$ cat src/rtl/core/rpfa_pkg.sv
// ----------------------------------------------------------------------------
// Page frame allocator package
// Shared types, codes and sizes of the reference counted page frame allocator.
// ----------------------------------------------------------------------------
package rpfa_pkg;

	localparam int PAGE_W            = 15;
	localparam int COUNT_W           = 8;
	localparam int PAGE_LIMIT        = 32768;
	localparam int DEFAULT_NUM_PAGES = 32768;
	localparam int APB_ADDR_W        = 3;
	localparam int APB_DATA_W        = 32;
	localparam int QUEUE_DEPTH       = 2;
	localparam int QPTR_W            = $clog2(QUEUE_DEPTH);

	typedef enum logic [1:0] {
		OP_ALLOC  = 2'd0,
		OP_FREE   = 2'd1,
		OP_SEED   = 2'd2,
		OP_ADJUST = 2'd3
	} op_t;

	typedef enum logic [1:0] {
		ST_OK    = 2'd0,
		ST_OOM   = 2'd1,
		ST_RANGE = 2'd2
	} status_t;

	typedef struct packed {
		op_t                        operation;
		logic [PAGE_W-1:0]          page;
		logic signed [COUNT_W-1:0]  delta;
	} req_t;

	typedef struct packed {
		status_t                    status;
		logic [PAGE_W-1:0]          granted_page;
		logic signed [COUNT_W-1:0]  count;
		logic                       released;
	} rsp_t;

	// Classified command handed from the front end to the back end.
	typedef struct packed {
		op_t                        op;
		logic [PAGE_W-1:0]          page;
		logic signed [COUNT_W-1:0]  delta;
		logic                       out_of_range;
	} cmd_t;

	typedef enum logic [1:0] {
		BK_CLEAR = 2'd0,
		BK_READ  = 2'd1,
		BK_WRITE = 2'd2
	} back_state_t;

endpackage

$ cat src/rtl/core/rpfa_fifo.sv
// ----------------------------------------------------------------------------
// Small register queue
// Two-entry first-in first-out queue used for commands and for results.
// ----------------------------------------------------------------------------
module rpfa_fifo
	import rpfa_pkg::*;
#(
	parameter int WIDTH = 1
) (
	input  logic             clk,
	input  logic             arst_n,
	input  logic             push,
	input  logic [WIDTH-1:0] din,
	output logic             full,
	input  logic             pop,
	output logic [WIDTH-1:0] dout,
	output logic             empty
);

	logic [WIDTH-1:0]  slot_q [QUEUE_DEPTH];
	logic [QPTR_W-1:0] wr_q;
	logic [QPTR_W-1:0] rd_q;
	logic [QPTR_W:0]   cnt_q;
	logic              do_push;
	logic              do_pop;

	assign full    = (cnt_q == (QPTR_W+1)'(QUEUE_DEPTH));
	assign empty   = (cnt_q == '0);
	assign do_push = push && !full;
	assign do_pop  = pop && !empty;
	assign dout    = slot_q[rd_q];

	always_ff @(posedge clk) begin
		if (do_push) begin
			slot_q[wr_q] <= din;
		end
	end

	always_ff @(posedge clk or negedge arst_n) begin
		if (!arst_n) begin
			wr_q  <= '0;
			rd_q  <= '0;
			cnt_q <= '0;
		end else begin
			if (do_push) begin
				wr_q <= wr_q + 1'b1;
			end
			if (do_pop) begin
				rd_q <= rd_q + 1'b1;
			end
			case ({do_push, do_pop})
				2'b10:   cnt_q <= cnt_q + 1'b1;
				2'b01:   cnt_q <= cnt_q - 1'b1;
				default: cnt_q <= cnt_q;
			endcase
		end
	end

endmodule

$ cat config.mk
export PLATFORM = sky130hd
export DESIGN_NAME = rpfa_fifo
export DESIGN_NICKNAME = d
export VERILOG_FILES = /design/src/rtl/core/rpfa_pkg.sv /design/src/rtl/core/rpfa_fifo.sv
export SDC_FILE = /design/constraint.sdc
export NUM_CORES = 1
export LEC_CHECK = 0
export CAP_MARGIN = 20
export CORE_AREA = 3 3 40 42
export CTS_BUF_LIST = sky130_fd_sc_hd__clkbuf_16
export DETAILED_ROUTE_END_ITERATION = 12
export DIE_AREA = 0 0 43 45
export DONT_BUFFER_PORTS = 1
export SLEW_MARGIN = 10
export SYNTH_ARGS = -nofsm -noshare
export SYNTH_HDL_FRONTEND = slang
export SYNTH_SLANG_ARGS = --single-unit
$ cat constraint.sdc
create_clock -name clk -period 2.8 [get_ports clk]
set_input_delay 0.28 -clock clk [delete_from_list [all_inputs] [get_ports clk]]
set_output_delay 0.28 -clock clk [all_outputs]
set_load 0.02 [all_outputs]
Yosys cells after proc, flatten, opt, wreduce, memory -nomap -nowiden
Memory sizes are Yosys's and may differ from the RTL's.
Index checks and enable logic that the tools add are counted.
{"block": "word_totals", "memories": 1, "ram_bits": 2, "ff_bits": 4, "word_cells": 20, "out_inout_bits": 3}
{"memory": "slot_q", "depth": 2, "word_bits": 1, "rd": 1, "rd_clocked_by_memory_dff": 0, "wr": 1, "line_no": "rpfa_fifo.sv:20", "rtl": "logic [WIDTH-1:0] slot_q [QUEUE_DEPTH];"}
{"block": "op_classes", "n_reduce_logical": 6, "n_addsub": 4, "muxes": 3, "n_eq_ne": 3}
{"operator": "$eq A2 B2 Y1 const B", "count": 2}
{"operator": "$pmux W2 S2", "count": 1}
{"operator": "$add A1 B1 Y1 const B", "count": 2}
{"operator": "$add A2 B1 Y2 const B", "count": 1}
{"operator": "$eq A2 B1 Y1 const B", "count": 1}
{"operator": "$logic_and A1 B1 Y1", "count": 2}
{"operator": "$logic_not A1 Y1", "count": 2}
{"operator": "$logic_not A2 Y1", "count": 1}
{"operator": "$mux W1", "count": 2}
{"operator": "$reduce_bool A2 Y1", "count": 1}
{"operator": "$sub A2 B1 Y2 const B", "count": 1}

Depth between registers and ports, before layout
{"block": "logic_depth", "ltp_word": 5, "depth_mapped": 6, "depth_no_buf": 6}

Least setup slack after synthesis
No wires, ideal clock.
{"block": "synth_timing", "path_kind": "register to register", "startpoint": "register cnt_q[0]", "endpoint": "register cnt_q[1]", "period_less_slack_ns": 1.515, "arrival_time_ns": 1.435, "n_path_buf": 0, "path_stages_with_launch": 6, "slack_ns": 1.285, "setup_time_ns": 0.079, "path_cell_list": "dfrtp_1 nor2_1 nor2b_2 ha_1 nor2_1 xor2_1"}
{"block": "synth_between", "elab_chain_len": 5}
{"item": "start: declaration", "line_no": "rpfa_fifo.sv:23", "rtl": "logic [QPTR_W:0] cnt_q;"}
{"item": "start signal: assignment", "line_no": "rpfa_fifo.sv:52", "rtl": "2'b10: cnt_q <= cnt_q + 1'b1;"}
{"item": "start signal: assignment", "line_no": "rpfa_fifo.sv:53", "rtl": "2'b01: cnt_q <= cnt_q - 1'b1;"}
{"item": "start signal: assignment", "line_no": "rpfa_fifo.sv:54", "rtl": "default: cnt_q <= cnt_q;"}
{"item": "$logic_not A2 Y1 *", "line_no": "rpfa_fifo.sv:28", "rtl": "assign empty = (cnt_q == '0);"}
{"item": "via empty", "line_no": "rpfa_fifo.sv:17", "rtl": "output logic empty"}
{"item": "$logic_not A1 Y1 *", "line_no": "rpfa_fifo.sv:30", "rtl": "assign do_pop = pop && !empty;"}
{"item": "$logic_and A1 B1 Y1 *", "line_no": "rpfa_fifo.sv:30"}
{"item": "via do_pop", "line_no": "rpfa_fifo.sv:25", "rtl": "logic do_pop;"}
{"item": "$eq A2 B1 Y1 or $eq A2 B2 Y1 (tied branches)", "line_no": "rpfa_fifo.sv:51", "rtl": "case ({do_push, do_pop})"}
{"item": "$pmux W2 S2 or $reduce_bool A2 Y1 (tied branches)"}
Mark *: on every way through the listed nets, which the timed path passes. The rest lies on a longest branch.
A chain may end at the register's enable or synchronous reset.

Worst setup path in the final report
Ends and elaborated chain as after synthesis.

==> metrics.md <==
| Metric | Value |
|---|---|
| Run status | finished, final reports clean |
| Reg2reg setup slack | 1.19 ns |
| Filler Cell Count | 133 |
| Power per Cell Area | 1430 nW/um^2 |
| Final Cell Area | 372 sq um |
| DRC | 0 |
| Distinct cell type count after synthesis | 12 |
| R2R Path Start | cnt_q[0]$_DFFE_PN0P_ |
| # rows | 13 |
| Max-capacitance violation count | 0 |
| Area contributors post-synth | dfrtp_1 37%, edfxtp_1 22%, xnor2_1 9.8% |
| Ys Warns | 0 |
| Hold-fix buffers, CTS | 1 |
| Reg2reg path depth | 5 |
| Worst-path clk slew | 0.03 ns |
| Max rail drop VDD | 291 uV |
| TritonCTS clock tree | done |
| WL met1 | 190 um |
| Port Buffers | 0 |
| Largest net degree at the start of global routing | 5 |
| Area grow syn2layout | 38.8% |
| Fin Hold WS | 0.151 ns |
| Die W | 43 um |
| Worst skew pair latency | 0.22 ns |
| Maximum clock rate | 623 MHz |
| Via count | 147 |
| Synthesis-stage register bit count | 6 |
| Post-synth top area share | 37.4% |
| Setup bufs post-CTS | 0 |
| Vias in the first global route | 191 |
| Leakage | ~0.16 nW |
| Post-CTS resize count | 0 |
| Worst Setup End Kind | flop |
| Design Power | 0.532 mW |
| Met2 wire length | 183 um |
| Setup TNS | 0 ns |
| Worst rel slew slack | 67.9% |
| ANT nets after route | 0 |
| Slew Limit Fails | 0 |
| Period utilization | 57.3% |
| Num CTS Buffers | 3 |
| Critical Path Fanout Max | 4 |
| Min-delay src | din |
| Placed insts | 36 |
| Critical Path Source | cnt_q[0]$_DFFE_PN0P_ |
| Avg Inst Size Synth | about 13 sq um |
| Antenna Diode Count | 0 |
| Worst setup path class | reg -> reg |
| Hold Crit Class | in -> reg |
| Unrepaired setup endpoints after global routing | no |
| Cell taking the most area after synthesis | dfrtp_1 |
| CTS Root Cell | clkbuf_16 |
| Top Metal Used | met3 |
| HPWL Detailed | between 300 and 400 um |
| Mapped cell area | 268 sq um |
| Clock Sinks | 6 |
| DRT Wirelength | about 450 um |
| CP startpoint kind | flop |
| Share of layout cells above drive strength 1 | 20.0% |
| Io pins | 8 |
| Clk buf depth | 2 |
| Worst Hold Path Cells | 0 |
| Final Worst Setup Slack | roughly 1.2 ns |
| Worst Max-Slew Pin Slew | 0.480 ns |
| Clock Skews | 0.000400 ns |
| Placed instance area | 287 sq um |
| First-pass GRT wire length | between 800 and 900 um |
| Pre-CTS WS | 1.18 ns |
| Final setup violating endpoints | 0 |
| H-tree Lvls | 1 |
| Post-Synthesis Cells | 21 |
| Post-synthesis sequential area ratio | between 50 and 60% |
| Fin util | 28.9% |
| Die Area | 1940 sq um |
| Die height | 45 um |
| Iter 0 DRT Violations | 2 |
| Worst EP arrival | 1.75 ns |
| Post-Syn Nets | 27 |
| Tmin final | 1.61 ns |
| Core area | 1280 sq um |
| Initial Utilization | around a fifth |
| Worst EP required | 2.95 ns |
| Nets | 33 |
| Final Hold Fails | 0 |
| DRT Pass-1 Iters | 2 |
| DR WL/cell | roughly 11 um |
| Post-route insts no fill | 40 |
| Initial antenna violation count | 0 |
| Routed wl met3 | 74 um |
| Grt ovf | 0 |
| Vias per cell | 3.68 |
| GRT Util Overall | 6.71% |
| Final RePlAce weighted congestion | around 0.75 |
[critical path, stage by stage, from the launching register on]
cell and delay [ns]:
dfrtp_1 0.41, nor2_1 0.40, nor2b_2 0.11, ha_1 0.34
nor2_1 0.13, xor2_1 0.14
[path summary, 6_finish.rpt]
kind,endpoint
setup / recovery,cnt_q[1]$_DFFE_PN0P_
hold / removal,slot_q[0]$_DFFE_PP_
setup reg to reg,cnt_q[1]$_DFFE_PN0P_
hold reg to reg,rd_q$_DFFE_PN0P_
max in group asynchronous,wr_q$_DFFE_PN0N_
min in group asynchronous,cnt_q[1]$_DFFE_PN0P_
[synthesized netlist by cell type]
cell	n
and3_1	1
dfrtp_1	4
edfxtp_1	2
ha_1	1
inv_1	1
mux2_2	1
nand2_1	1
nand2b_1	1
nor2_1	3
nor2b_2	1
xnor2_1	3
xor2_1	2
[cells in the final DEF (no fill, tap or decap), types with 2 or more instances in the layout]
master and count:
clkbuf_16 3, dfrtp_1 4, edfxtp_1 2, nor2_1 3
xnor2_1 3, xor2_1 2
[per-layer routing]
| layer | global-route usage, % | up-vias |
|---|---|---|
| li1 | - | 75 |
| met1 | 6.40 | 64 |
| met2 | 7.78 | 8 |
| met3 | 6.37 | 0 |
| met4 | 7.23 | 0 |
| met5 | 0 | - |
[kinds of logic after synthesis]
group / Yosys count / share of synthesized area, %
fa+ha+maj: 1 / 4.67
buf+inv: 1 / 1.40
simple gates: 7 / 13.6
mux: 1 / 4.21
xor+xnor: 5 / 16.4
flops: 6 / 59.8
[sequential cells by signal (all words and copies together), names as in the netlist]
| name | flops |
|---|---|
| cnt_q | 2 |
| rd_q | 1 |
| slot_q | 2 |
| wr_q | 1 |
[where the power goes]
| group | total, mW | switching [mW] | leakage (nW) | internal [mW] |
|---|---|---|---|---|
| Combinational | 0.144 | 0.0807 | 0.0598 | 0.0638 |
| Clock | 0.225 | 0.0426 | 0.0370 | 0.183 |
| Sequential | 0.162 | 0.0301 | 0.0652 | 0.132 |
[layout make-up]
type                            instances  area, sq um  share of cell area [%]
Multi-Input combinational cell         14          104                    27.9
Tap cell                               15         18.8                    5.05
Clock buffer                            3         75.1                    20.2
Timing Repair Buffer                    1         10.0                    2.69
Inverter                                1         3.75                    1.01
Sequential cell                         6          160                    43.1
Note: power is estimated with default switching activity, not from simulation.
