`src/rtl/core/rpfa_pkg.sv`:
```
// ----------------------------------------------------------------------------
// Page frame allocator package
// Shared types, codes and sizes of the reference counted page frame allocator.
// ----------------------------------------------------------------------------
package rpfa_pkg;

	localparam int PAGE_W            = 15;
	localparam int COUNT_W           = 8;
	localparam int PAGE_LIMIT        = 32768;
	localparam int DEFAULT_NUM_PAGES = 32768;
	localparam int APB_ADDR_W        = 3;
	localparam int APB_DATA_W        = 32;
	localparam int QUEUE_DEPTH       = 2;
	localparam int QPTR_W            = $clog2(QUEUE_DEPTH);

	typedef enum logic [1:0] {
		OP_ALLOC  = 2'd0,
		OP_FREE   = 2'd1,
		OP_SEED   = 2'd2,
		OP_ADJUST = 2'd3
	} op_t;

	typedef enum logic [1:0] {
		ST_OK    = 2'd0,
		ST_OOM   = 2'd1,
		ST_RANGE = 2'd2
	} status_t;

	typedef struct packed {
		op_t                        operation;
		logic [PAGE_W-1:0]          page;
		logic signed [COUNT_W-1:0]  delta;
	} req_t;

	typedef struct packed {
		status_t                    status;
		logic [PAGE_W-1:0]          granted_page;
		logic signed [COUNT_W-1:0]  count;
		logic                       released;
	} rsp_t;

	// Classified command handed from the front end to the back end.
	typedef struct packed {
		op_t                        op;
		logic [PAGE_W-1:0]          page;
		logic signed [COUNT_W-1:0]  delta;
		logic                       out_of_range;
	} cmd_t;

	typedef enum logic [1:0] {
		BK_CLEAR = 2'd0,
		BK_READ  = 2'd1,
		BK_WRITE = 2'd2
	} back_state_t;

endpackage

```
`src/rtl/core/rpfa_fifo.sv`:
```
// ----------------------------------------------------------------------------
// Small register queue
// Two-entry first-in first-out queue used for commands and for results.
// ----------------------------------------------------------------------------
module rpfa_fifo
	import rpfa_pkg::*;
#(
	parameter int WIDTH = 1
) (
	input  logic             clk,
	input  logic             arst_n,
	input  logic             push,
	input  logic [WIDTH-1:0] din,
	output logic             full,
	input  logic             pop,
	output logic [WIDTH-1:0] dout,
	output logic             empty
);

	logic [WIDTH-1:0]  slot_q [QUEUE_DEPTH];
	logic [QPTR_W-1:0] wr_q;
	logic [QPTR_W-1:0] rd_q;
	logic [QPTR_W:0]   cnt_q;
	logic              do_push;
	logic              do_pop;

	assign full    = (cnt_q == (QPTR_W+1)'(QUEUE_DEPTH));
	assign empty   = (cnt_q == '0);
	assign do_push = push && !full;
	assign do_pop  = pop && !empty;
	assign dout    = slot_q[rd_q];

	always_ff @(posedge clk) begin
		if (do_push) begin
			slot_q[wr_q] <= din;
		end
	end

	always_ff @(posedge clk or negedge arst_n) begin
		if (!arst_n) begin
			wr_q  <= '0;
			rd_q  <= '0;
			cnt_q <= '0;
		end else begin
			if (do_push) begin
				wr_q <= wr_q + 1'b1;
			end
			if (do_pop) begin
				rd_q <= rd_q + 1'b1;
			end
			case ({do_push, do_pop})
				2'b10:   cnt_q <= cnt_q + 1'b1;
				2'b01:   cnt_q <= cnt_q - 1'b1;
				default: cnt_q <= cnt_q;
			endcase
		end
	end

endmodule

```
`src/rtl/core/rpfa_front.sv`:
```
// ----------------------------------------------------------------------------
// Allocator front end
// Holds the configuration register, range-checks requests and queues them.
// ----------------------------------------------------------------------------
module rpfa_front
	import rpfa_pkg::*;
#(
	parameter int NUM_PAGES = DEFAULT_NUM_PAGES
) (
	input  logic                  clk,
	input  logic                  arst_n,
	input  logic                  psel,
	input  logic                  penable,
	input  logic                  pwrite,
	input  logic [APB_ADDR_W-1:0] paddr,
	input  logic [APB_DATA_W-1:0] pwdata,
	output logic [APB_DATA_W-1:0] prdata,
	output logic                  pready,
	input  logic                  push,
	input  req_t                  request,
	input  logic                  hold,
	output logic                  full,
	output cmd_t                  cmd,
	output logic                  cmd_valid,
	input  logic                  cmd_pop
);

	localparam logic REG_FIRST_PAGE = 1'b0;
	localparam logic [PAGE_W:0] LIMIT =
		(PAGE_W+1)'((NUM_PAGES > PAGE_LIMIT) ? PAGE_LIMIT : NUM_PAGES);

	logic [PAGE_W-1:0] first_page_q;
	logic              q_full;
	logic              q_empty;
	logic              in_store;
	logic              below_first;
	logic [$bits(cmd_t)-1:0] q_dout;
	cmd_t              cmd_new;

	// Configuration register.
	assign pready = 1'b1;

	always_ff @(posedge clk or negedge arst_n) begin
		if (!arst_n) begin
			first_page_q <= '0;
		end else if (psel && penable && pwrite && (paddr[2] == REG_FIRST_PAGE)) begin
			first_page_q <= pwdata[PAGE_W-1:0];
		end
	end

	always_comb begin
		prdata = '0;
		if (paddr[2] == REG_FIRST_PAGE) begin
			prdata = APB_DATA_W'(first_page_q);
		end
	end

	// Classification of the incoming request.
	assign in_store    = ({1'b0, request.page} < LIMIT);
	assign below_first = (request.page < first_page_q);

	always_comb begin
		cmd_new.op    = request.operation;
		cmd_new.page  = request.page;
		cmd_new.delta = request.delta;
		unique case (request.operation) inside
			OP_ALLOC:         cmd_new.out_of_range = 1'b0;
			OP_FREE, OP_SEED: cmd_new.out_of_range = below_first || !in_store;
			OP_ADJUST:        cmd_new.out_of_range = !in_store;
		endcase
	end

	assign full = q_full || hold;

	rpfa_fifo #(
		.WIDTH ($bits(cmd_t))
	) u_cmd_q (
		.clk    (clk),
		.arst_n (arst_n),
		.push   (push && !hold),
		.din    (cmd_new),
		.full   (q_full),
		.pop    (cmd_pop),
		.dout   (q_dout),
		.empty  (q_empty)
	);

	assign cmd       = cmd_t'(q_dout);
	assign cmd_valid = !q_empty;

endmodule

```
`config.mk`:
```
export PLATFORM = sky130hd
export DESIGN_NAME = rpfa_front
export DESIGN_NICKNAME = d
export VERILOG_FILES = /design/src/rtl/core/rpfa_pkg.sv /design/src/rtl/core/rpfa_fifo.sv /design/src/rtl/core/rpfa_front.sv
export SDC_FILE = /design/constraint.sdc
export NUM_CORES = 1
export LEC_CHECK = 0
export ABC_AREA = 1
export BUFFER_PORTS_ARGS = -buffer_cell sky130_fd_sc_hd__buf_2
export CAP_MARGIN = 20
export CORE_UTILIZATION = 40
export CTS_CLUSTER_DIAMETER = 200
export DETAILED_ROUTE_END_ITERATION = 16
export GPL_TIMING_DRIVEN = 0
export PLACE_DENSITY = 0.79
export SLEW_MARGIN = 20
export SYNTH_ARGS = -nofsm -noshare
export SYNTH_HDL_FRONTEND = slang
export SYNTH_HIERARCHICAL = 1
export SYNTH_SLANG_ARGS = --single-unit
```
`constraint.sdc`:
```
create_clock -name clk -period 2.05 [get_ports clk]
set_input_delay 0.205 -clock clk [delete_from_list [all_inputs] [get_ports clk]]
set_output_delay 0.205 -clock clk [all_outputs]
set_load 0.1 [all_outputs]
```
Word-level counts from Yosys, hierarchy flattened
Memories as Yosys holds them, arrays and structs flattened.
Cells that the tools add are included.

word-level totals
  register bits after elaboration = 19
  memory bits (writable) = 52
  bits of input ports = 68
  output and inout bits = 61
  word-level logic and storage cells = 37
  memories kept = 1

operators by class
  add/subtract/negate cells = 4
  magnitude comparators = 1
  eq/ne operators = 6
  multiplexer cells = 5
  bitwise gates (word level) = 1
  reduce and logical (&&, ||, !) cells = 15

memory list
  name            words  bits a word  read ports  clocked after Yosys merged registers in  wr ports  line             text
  u_cmd_q.slot_q  2      26           1           0                                        1         rpfa_fifo.sv:20  logic [WIDTH-1:0] slot_q [QUEUE_DEPTH];

operators with widths
  cell                 count
  $lt 15x15->1         1
  $mux 15              1
  $eq 2x2->1 const B   4
  $logic_and 1x1->1    6
  $eq 2x1->1 const B   2
  $logic_not 2->1      2
  $pmux 2 s2           1
  $reduce_or 2->1      2
  $logic_not 1->1      3
  $add 1x1->1 const B  2
  $add 2x1->2 const B  1
  $mux 1               2
  $pmux 1 s2           1
  $reduce_bool 2->1    1
  $sub 2x1->2 const B  1
  $logic_or 1x1->1     1
  $not 1->1            1

Longest topological paths before layout
  depth after elaboration = 5
  gate-level depth with buffers = 10
  mapped depth without buffers = 10

Cells and area by module
Netlist, hierarchy kept.

modules (own cells, without submodules)
  module      instances  cells each  area an instance (um^2)  sequential area each (um^2)
  rpfa_fifo   1          168         2149.6                   1661.6
  rpfa_front  1          167         1285.0                   375.4

Worst setup path before layout
Ideal clock, no wire load.

  kind = register -> register
  from = reg u_cmd_q.cnt_q[0]
  to = mem u_cmd_q/slot_q[1][0] in the netlist's numbering (enable)
  library setup time = 0.409 ns
  arrival time = 1.646 ns
  required time = 1.641 ns
  setup slack = -0.005 ns
  cell stages (with the launch flop) = 3
  buffers on the path = 0
  period minus slack after synthesis = 2.055 ns
  cells stage by stage = dfrtp_1 > o21ai_2 > nor2_1

between the ends
  cells in the longest elaborated chain, start to end = 5

RTL lines
  element                       line             text
  start, declared               rpfa_fifo.sv:23  logic [QPTR_W:0] cnt_q;
  start signal, assigned        rpfa_fifo.sv:52  2'b10: cnt_q <= cnt_q + 1'b1;
  start signal, assigned        rpfa_fifo.sv:53  2'b01: cnt_q <= cnt_q - 1'b1;
  start signal, assigned        rpfa_fifo.sv:54  default: cnt_q <= cnt_q;
  $eq 2x2->1                    rpfa_fifo.sv:27  assign full = (cnt_q == (QPTR_W+1)'(QUEUE_DEPTH));
  $logic_not 1->1               rpfa_fifo.sv:29  assign do_push = push && !full;
  $logic_and 1x1->1             rpfa_fifo.sv:29
  $mux 1                        rpfa_fifo.sv:34  if (do_push) begin
  $mux 1 (not written as such)  rpfa_fifo.sv:35  slot_q[wr_q] <= din;
  end, declared                 rpfa_fifo.sv:20

Every way passes these cells.

==> flow_metrics.py <==
metrics = {
    "worst_setup_path": {
        "r2r-end": "u_cmd_q/slot_q[1][12]$_DFFE_PP_",
        "crit_end": "cmd[0]",
        "cp.required_ns": 1.85,
        "ff2ff_setup_slack_ns": 0.46,
        "arrival_ns": 1.69,
        "path_cells": "buf_6, inv_4, buf_6, nand2_1, nand2_1, buf_2",
        "reg2regPathDepth": 2,
        "critical_path.endpoint_type": "output port",
        "slowest_stage": "buf_2",
        "startpoint": "u_cmd_q/rd_q$_DFFE_PN0P_",
        "slowest_delay_ns": 0.43,
        "reg2reg_from": "u_cmd_q/cnt_q[0]$_DFFE_PN0P_",
        "cp-start-kind": "flop",
        "cp_max_fo": 10,
        "critPathKind": "flop to output port",
    },
    "global_route": {
        "grt_overflow": 0,
        "grt_pass1_wl_um": 10300,
        "grt_start_max_net_pins": 27,
        "grt_use_total_pct": 15.2,
        "antenna_found_initial": 1,
        "grt_pass1_vias": 2232,
    },
    "yosys": {
        "avgSynthCellArea_sq_um": 10.3,
        "synth_area_sq_um": 3430,
        "synth_compound_area_share_pct": 4.95,
        "ys_types": 22,
        "synth-xor-area-share_pct": 0.255,
        "synth_top_family_by_area": "simple AND/OR/NAND/NOR gates",
        "synth_seq_cells": 71,
        "ys_warn_count": 6,
        "syn_inst": 335,
        "synthSimpleGateAreaFrac_pct": 18.8,
        "yosys.area_share.adder_pct": 5.46,
        "synthMuxAreaShare_pct": 0,
        "synth_seq_area_share_pct": 59.3,
    },
    "placed_design": {
        "place_congestion": 0.733,
        "pre_cts_ws_ns": 0.174,
        "hpwl_um": 4910,
        "placed_area_sq_um": 4080,
        "io_buffer_count": 90,
    },
    "sta": {
        "finalClockSkew_ns": 0.00685,
        "fin_crit_sh_pct": 92.5,
        "relSlewSlack_pct": 47.4,
        "setup_viol": 0,
        "maxSlewViolCount": 0,
        "min_period_ns": 1.90,
        "worst_pin_slew_ns": 0.787,
        "rsz0062_at_grt": "false",
        "fin_ws_ns": 0.154,
        "hold_viol": 0,
        "tns_ns": 0,
        "timing.fmax_mhz": 528,
    },
    "detailed_routing": {
        "wl_per_cell_um": 11.5,
        "drt-pass1-iter-count": 4,
        "drt_iter0_drc": 64,
        "via_count": 2463,
        "drc": 0,
        "via_per_inst": 4.36,
        "drtAntennaViolNets": 0,
        "wl_um": 6500,
    },
    "final_layout": {
        "final_util_pct": 52.1,
        "final_nets": 537,
        "multi_input_area_sq_um": 1090,
        "fillers": 735,
        "seq_area_sq_um": 2040,
        "final_cell_area_sq_um": 4300,
        "layout-drive-gt1-share_pct": 36.6,
        "area_delta_synth_final_pct": 25.3,
    },
    "floorplan": {
        "die_w_um": 94.7,
        "die_height_um": 94.7,
        "fp.dieArea_sq_um": 8960,
        "ios": 129,
        "core_sq_um": 8260,
        "initial_core_util_pct": 41.6,
        "row_count": 33,
    },
    "clock_tree": {
        "clk_latency_ns": 0.33,
        "clock_path_buffers": 2,
        "clkTransAtPathRegs_ns": 0.08,
        "cts_tree": "done",
        "clock-sinks": 71,
        "htreeDepth": 3,
        "cts_root_buf": "clkbuf_8",
        "cts_buffers": 9,
    },
    "power": {
        "p_leak_nw": 2.17,
        "power_density_nw_per_um2": 1520,
        "vdd_drop_max_uv": 605,
        "p_total_mw": 6.56,
    },
    "outcome": {
        "status": "completed",
    },
    "worst_hold_path": {
        "hold_path_class": "input port to flop",
    },
    "flow_run": {
        "maxCapViolations": 0,
    },
}
## flip-flops by register name, summed over array words and instances (netlist names)
name            count
u_cmd_q/rd_q        1
u_cmd_q/slot_q     52
first_page_q       15
u_cmd_q/wr_q        1
u_cmd_q/cnt_q       2
## how the worst min path moves through the flow
stage / from / endpoint / slack [ns] / cells past startpoint
after floorplan: arst_n / first_page_q[0]$_DFFE_PN0P_ / -0.09 / 0
after global placement: arst_n / first_page_q[12]$_DFFE_PN0P_ / 0.16 / 1
after detailed placement: arst_n / first_page_q[12]$_DFFE_PN0P_ / 0.18 / 1
after CTS: request[2] / u_cmd_q/slot_q[0][3]$_DFFE_PP_ / 0.04 / 1
after global routing: request[1] / u_cmd_q/slot_q[0][2]$_DFFE_PP_ / 0.04 / 1
final: request[2] / u_cmd_q/slot_q[0][3]$_DFFE_PP_ / 0.06 / 1
## critical path, delay by kind of cell, from the launching register on
kind | cells | cell delay (ns)
and+or+nand+nor | 2 | 0.13
DFF | 1 | 0.38
buffers and inverters | 4 | 0.86
## metal layers
layer	global-route usage [%]	up-vias	wire, um
li1	-	1268	-
met1	19.0	1095	2990
met2	25.7	89	2980
met3	2.82	11	392
met4	6.57	0	134
met5	0	-	0
## per-stage QoR
step,cells,hold slack [ns]
floorplan,351,-0.0906
global placement,546,0.157
detailed placement,546,0.175
CTS,563,0.0428
global route,565,0.0409
finish,565,0.0555
## synth_stat cells, drive strengths merged
library cell	instances	area, sq um
a21oi	21	161
nand3	3	15.0
dfrtp	19	475
ha	15	188
inv	37	144
edfxtp	52	1560
o21ai	1	8.76
conb	2	7.51
nand2	114	435
buf	28	234
nand4	2	27.5
nor2	39	161
or2	1	6.26
xnor2	1	8.76
## layout make-up
cell class / count / area share (%)
clock inverter: 7 / 1.31
inverter: 37 / 3.34
antenna: 1 / 0.0581
tap: 105 / 3.05
multi-input combinational: 215 / 25.3
buffer: 28 / 5.44
timing repair buffer: 92 / 11.3
sequential: 71 / 47.3
clock buffer: 9 / 2.88
## cells by family (layout without fill, tap and decap cells)
logic type                 count (synthesis)  count (layout)
other                                      2              19
adders and majority gates                 15              15
and+or+nand+nor                          159             159
buffers and inverters                     65             173
DFF                                       71              71
xor gates and xnor gates                   1               1
AOI/OAI and AO/OA                         22              22
## report_power, final
group | switching (mW) | internal [mW]
logic | 3.07 | 0.631
clock network | 0.551 | 0.451
registers | 0.0723 | 1.78
total | 3.69 | 2.87
## what timing repair did
action,4_1_cts,5_1_grt
gates resized for setup,0,0
buffers inserted,0,0
hold endpoints to repair,19,0
hold buffers,1,0
## layout by cell type, fill, tap and decap left out
master	n
clkinv_4	3
buf_4	20
buf_6	7
conb_1	18
a21oi_2	15
nor2_1	32
nor2_2	6
nand4_1	1
or2_2	1
nand3_1	3
nand2_1	111
xnor2_1	1
inv_2	3
inv_1	32
nand4_4	1
a21oi_1	6
nor2_4	1
clkbuf_8	9
clkinvlp_4	1
edfxtp_1	52
nand2_2	3
dfrtp_1	19
inv_4	2
buf_16	1
dlygate4sd3_1	1
buf_2	91
diode_2	1
o21ai_2	1
ha_1	15
clkinv_2	1
inv_6	2
(Power assumes the default switching activity.)
